<file path="src/rtl/rv64_pkg.sv">
// Shared types, codes and decode helpers for the RV64I integer core.
// No dependencies.
`default_nettype none
package rv64_pkg;
  localparam int unsigned XLEN = 64;
  localparam int unsigned REG_COUNT = 32;
  localparam int unsigned REG_AW = 5;
  localparam logic [31:0] HALT_WORD = 32'hfeedfeed;
  localparam logic [31:0] NOP_WORD = 32'h0000_0013;
  localparam logic [6:0] F7_ALT = 7'b0100000;
  localparam logic [31:0] U_IMM_MASK = 32'hFFFFF000;

  localparam logic [2:0] KIND_RETIRED = 3'd0;
  localparam logic [2:0] KIND_LOAD_REQ = 3'd1;
  localparam logic [2:0] KIND_STORE_REQ = 3'd2;
  localparam logic [2:0] KIND_LOAD_DONE = 3'd3;
  localparam logic [2:0] KIND_HALT = 3'd4;
  localparam logic [2:0] KIND_ILLEGAL = 3'd5;
  localparam logic [2:0] KIND_UNEXPECTED = 3'd6;

  localparam logic [6:0] OP_IMM = 7'h13;
  localparam logic [6:0] OP_IMM32 = 7'h1B;
  localparam logic [6:0] OP_REG = 7'h33;
  localparam logic [6:0] OP_REG32 = 7'h3B;
  localparam logic [6:0] OP_LUI = 7'h37;
  localparam logic [6:0] OP_PC_UPPER = 7'h17;
  localparam logic [6:0] OP_JAL = 7'h6F;
  localparam logic [6:0] OP_JALR = 7'h67;
  localparam logic [6:0] OP_BRANCH = 7'h63;
  localparam logic [6:0] OP_LOAD = 7'h03;
  localparam logic [6:0] OP_MEM_WRITE = 7'h23;

  typedef struct packed {
    logic [2:0]  kind;
    logic [63:0] next_pc;
    logic [63:0] mem_address;
    logic [1:0]  mem_size_log2;
    logic [63:0] store_data;
    logic        rd_written;
    logic [4:0]  rd_index;
    logic [63:0] rd_value;
  } result_t;

  function automatic logic [63:0] size_mask(input logic [1:0] lg);
    case (lg)
      2'd0: size_mask = 64'h0000_0000_0000_00FF;
      2'd1: size_mask = 64'h0000_0000_0000_FFFF;
      2'd2: size_mask = 64'h0000_0000_FFFF_FFFF;
      default: size_mask = '1;
    endcase
  endfunction
endpackage
`default_nettype wire

</file>
<file path="src/rtl/rv64_regfile.sv">
// 32 x 64 register file, one write port, two synchronous read ports.
// Valid bits give the reset value of zero; depends on rv64_pkg.
`default_nettype none
module rv64_regfile (
  input  wire logic                       clk_i,
  input  wire logic                       rst_ni,
  input  wire logic [rv64_pkg::REG_AW-1:0] ra_i,
  input  wire logic [rv64_pkg::REG_AW-1:0] rb_i,
  output logic [rv64_pkg::XLEN-1:0]       a_o,
  output logic [rv64_pkg::XLEN-1:0]       b_o,
  input  wire logic                       we_i,
  input  wire logic [rv64_pkg::REG_AW-1:0] wa_i,
  input  wire logic [rv64_pkg::XLEN-1:0]  wd_i
);
  logic [rv64_pkg::XLEN-1:0] mem [rv64_pkg::REG_COUNT];
  logic [rv64_pkg::REG_COUNT-1:0] vld_q;
  logic [rv64_pkg::XLEN-1:0] a_q, b_q;
  logic va_q, vb_q;

  always_ff @(posedge clk_i) begin
    if (we_i) mem[wa_i] <= wd_i;
    a_q <= mem[ra_i];
    b_q <= mem[rb_i];
  end

  always_ff @(posedge clk_i or negedge rst_ni) begin
    if (!rst_ni) begin
      vld_q <= '0;
      va_q <= 1'b0;
      vb_q <= 1'b0;
    end else begin
      if (we_i) vld_q[wa_i] <= 1'b1;
      va_q <= vld_q[ra_i] && (ra_i != '0);
      vb_q <= vld_q[rb_i] && (rb_i != '0);
    end
  end

  assign a_o = va_q ? a_q : '0;
  assign b_o = vb_q ? b_q : '0;
endmodule
`default_nettype wire

</file>
<file path="config.mk">
export PLATFORM = sky130hd
export DESIGN_NAME = rv64_regfile
export DESIGN_NICKNAME = d
export VERILOG_FILES = /design/src/rtl/rv64_pkg.sv /design/src/rtl/rv64_regfile.sv
export SDC_FILE = /design/constraint.sdc
export NUM_CORES = 2
export LEC_CHECK = 0
export BUFFER_PORTS_ARGS = -buffer_cell sky130_fd_sc_hd__buf_2
export CAP_MARGIN = 20
export CORE_MARGIN = 2
export CORE_UTILIZATION = 30
export DETAILED_ROUTE_END_ITERATION = 12
export SKIP_LAST_GASP = 1
export SLEW_MARGIN = 20
export SYNTH_ARGS = -nofsm -noshare
export SYNTH_HDL_FRONTEND = slang
export SYNTH_SLANG_ARGS = --single-unit
</file>
<file path="constraint.sdc">
create_clock -name clk_i -period 1.4 [get_ports clk_i]
set_input_delay 0.14 -clock clk_i [delete_from_list [all_inputs] [get_ports clk_i]]
set_output_delay 0.14 -clock clk_i [all_outputs]
set_load 0.005 [all_outputs]
</file>
==> impl_metrics.csv <==
group,metric,value,unit
synth,synthArstFlopShare,0.0154,
status,violations,"setup timing",
final_layout,final_nets,6497,
drt,routedWlPerCell,31.3,um
hold_path,holdCritStartpoint,"ra_i[2]",
grt,grt_pass1_vias,63908,
job,maxCapViolations,0,
synth,ys_seq_area_frac,0.655,
synth,syn_nets,5451,
die,rows,211,
critical_path,cp-end-kind,"output port",
critical_path,r2r_start,"mem[30][30]",
die,die-area,0.335,mm^2
critical_path,worstSetupPathType,"flop to output port",
clocking,clk_path_buf_depth,4,
clocking,root_buffer,"clkbuf_16",
grt,grt-ovfl-total,0,
critical_path,arrival,2.00,ns
status,status,"complete, but fails checks",
drt,vias,62022,
drt,via_per_inst,5.65,
grt,grt_usage,0.200,
critical_path,worstPathMaxFanout,33,
synth,synth.cell_area,0.0992,mm^2
clocking,clock_latency,0.94,ns
final_layout,drive_gt1_frac,0.418,
pwr,fin_total_pwr,152,mW
clocking,cts.clk_slew.worst_paths,0.06,ns
timing,maxSlewHeadroom,0.455,
synth,yosys-top-cells-count,"edfxtp_1, mux4_2, mux2i_1",
synth,ys_seq_elements,2210,
final_layout,n_fill_cell,29845,
hold_path,hp-class,"input port to flop",
synth,syn_inst,5369,
critical_path,worstPathRequired,1.26,ns
drt,routed_wl,344000,um
critical_path,cp-start-kind,"flop",
die,io_pins,210,
grt,grt_max_degree,39,
synth,yosysMostFrequentCell,"edfxtp_1",
die,start_util,0.301,
clocking,htree_levels,4,
drt,dr.first_iter.drc_count,7395,
synth,synth_cell_types,36,
timing,finalWorstSetupSlack,-0.737,ns
grt,antenna_found_initial,31,
synth,yosysTopAreaCell,"edfxtp_1",
place,gp_congestion,0.853,
clocking,cts-buffers-inserted,233,
synth,synth_edf_count,2048,
die,design.core.area,0.330,mm^2
synth,synth_top_area_share,0.620,
synth,synthTopCellsByArea,"edfxtp_1, mux4_2, mux2i_1, mux2_2, dfxtp_1",
timing,hold_viol,0,
pwr,peakVddDrop,1.00,mV
clocking,clock_sinks,2210,
pwr,power.density,1210,mW/mm^2
synth,synth_ff_type,"edfxtp_1",
final_layout,area_growth,26.6,%
timing,tns,-93.66,ns
pwr,cellLeakagePower,42.6,nW
timing,fmax,468,MHz
place,dp_hpwl,232000,um
die,die_h,579,um
timing,fin_skew,0.0693,ns
place,pre_cts_ws,-0.902,ns
drt,ant_nets,0,
timing,rsz0062_at_grt,"true",
timing,fin_crit,2.14,ns
timing,slew_viol_final,0,
timing,min_period_over_period,1.53,
drt,dr.pass1.iters,5,
place,portBuffers,209,
die,fp.dieW,579,um
clocking,cts_tree,"done",
grt,grt_pass1_wl,481000,um
drt,drc_errors,0,
timing,worstMarginPinSlew,0.818,ns
synth,yosysWarningCount,0,
critical_path,crit_start,"vb_q",
timing,setup_viol,240,
synth,synth.avg_cell_area,18.5,um^2
-- state kept, by name, summed over array words and instances, names as in the netlist --
signal and count:
vld_q 32, mem 2048, va_q 1, a_q 64, vb_q 1, b_q 64
-- critical path, cell delays in order (launching register included) --
cell	delay, ns
dfrtp_4	0.53
buf_16	0.21
and2_1	0.20
buf_2	0.12
-- worst paths after layout --
kind                                  end  cells past startpoint  slack [ns]
worst min register to register   vld_q[4]                      1        0.49
worst min-delay path                 va_q                      5        0.07
worst max register to register    b_q[30]                      4       -0.19
max in group asynchronous            va_q                      4        0.50
min in group asynchronous       vld_q[29]                      4        0.52
worst max-delay path              b_o[16]                      3       -0.74
-- where the power goes --
part           switching [mW]  internal [mW]
logic                    8.74           7.51
registers               0.999           73.6
clock network            26.7           34.8
-- per-layer routing --
| layer | part of all wire | vias up | GRT usage |
|---|---|---|---|
| li1 | - | 25097 | - |
| met1 | 0.40 | 33013 | 0.272 |
| met2 | 0.47 | 3305 | 0.322 |
| met3 | 0.094 | 601 | 0.0393 |
| met4 | 0.033 | 6 | 0.0616 |
| met5 | 0.00013 | - | 0 |
-- stage by stage --
stage	instance area, um^2	instances	hold WS (ns)	utilization
2_1_floorplan	99500	5369	-0.156	-
3_3_place_gp	116000	10447	0.200	0.351
3_5_place_dp	116000	10447	0.212	0.351
4_1_cts	125000	10965	0.0109	0.379
5_1_grt	126000	10980	0.0418	0.381
6_report	126000	10987	0.0698	0.381
-- layout by cell type, fill, tap and decap left out, drive strengths merged, types with 129 or more instances in the layout --
master	count
o22ai	384
edfxtp	2048
mux2	262
a221o	129
clkbuf	289
a211oi	130
buf	1184
and2	132
mux2i	518
mux4	652
-- logic make-up (layout without fill, tap and decap cells) --
logic type,after synthesis,count (layout),share of synthesized area
AO/OA/AOI/OAI,1034,1034,0.0751
AND/OR/NAND/NOR,244,244,0.0147
buffers and inverters,449,1689,0.0256
other,0,12,0
flip-flops,2210,2210,0.655
multiplexers,1432,1432,0.230
-- what timing repair did --
| action | in CTS | in global routing |
|---|---|---|
| hold buffers | 75 | 0 |
| setup endpoints to repair | 244 | 258 |
| pin swaps | 31 | 32 |
| hold endpoints to repair | 2113 | 0 |
| cloned | 1 | 1 |
| gates resized for setup | 181 | 91 |
| buffers inserted | 14 | 12 |
-- cell type report --
cell class              instances  area, um^2  share of cell area
clock inverters               141        1300              0.0104
clock buffers                 288        6140              0.0489
diodes                         12        30.0            0.000239
multi-input cells            2710       33500               0.267
well taps                    4366        5460              0.0435
repair buffers               1260       14200               0.113
flip-flops and latches       2210       64900               0.517
Note: power is estimated with default switching activity, not from simulation.
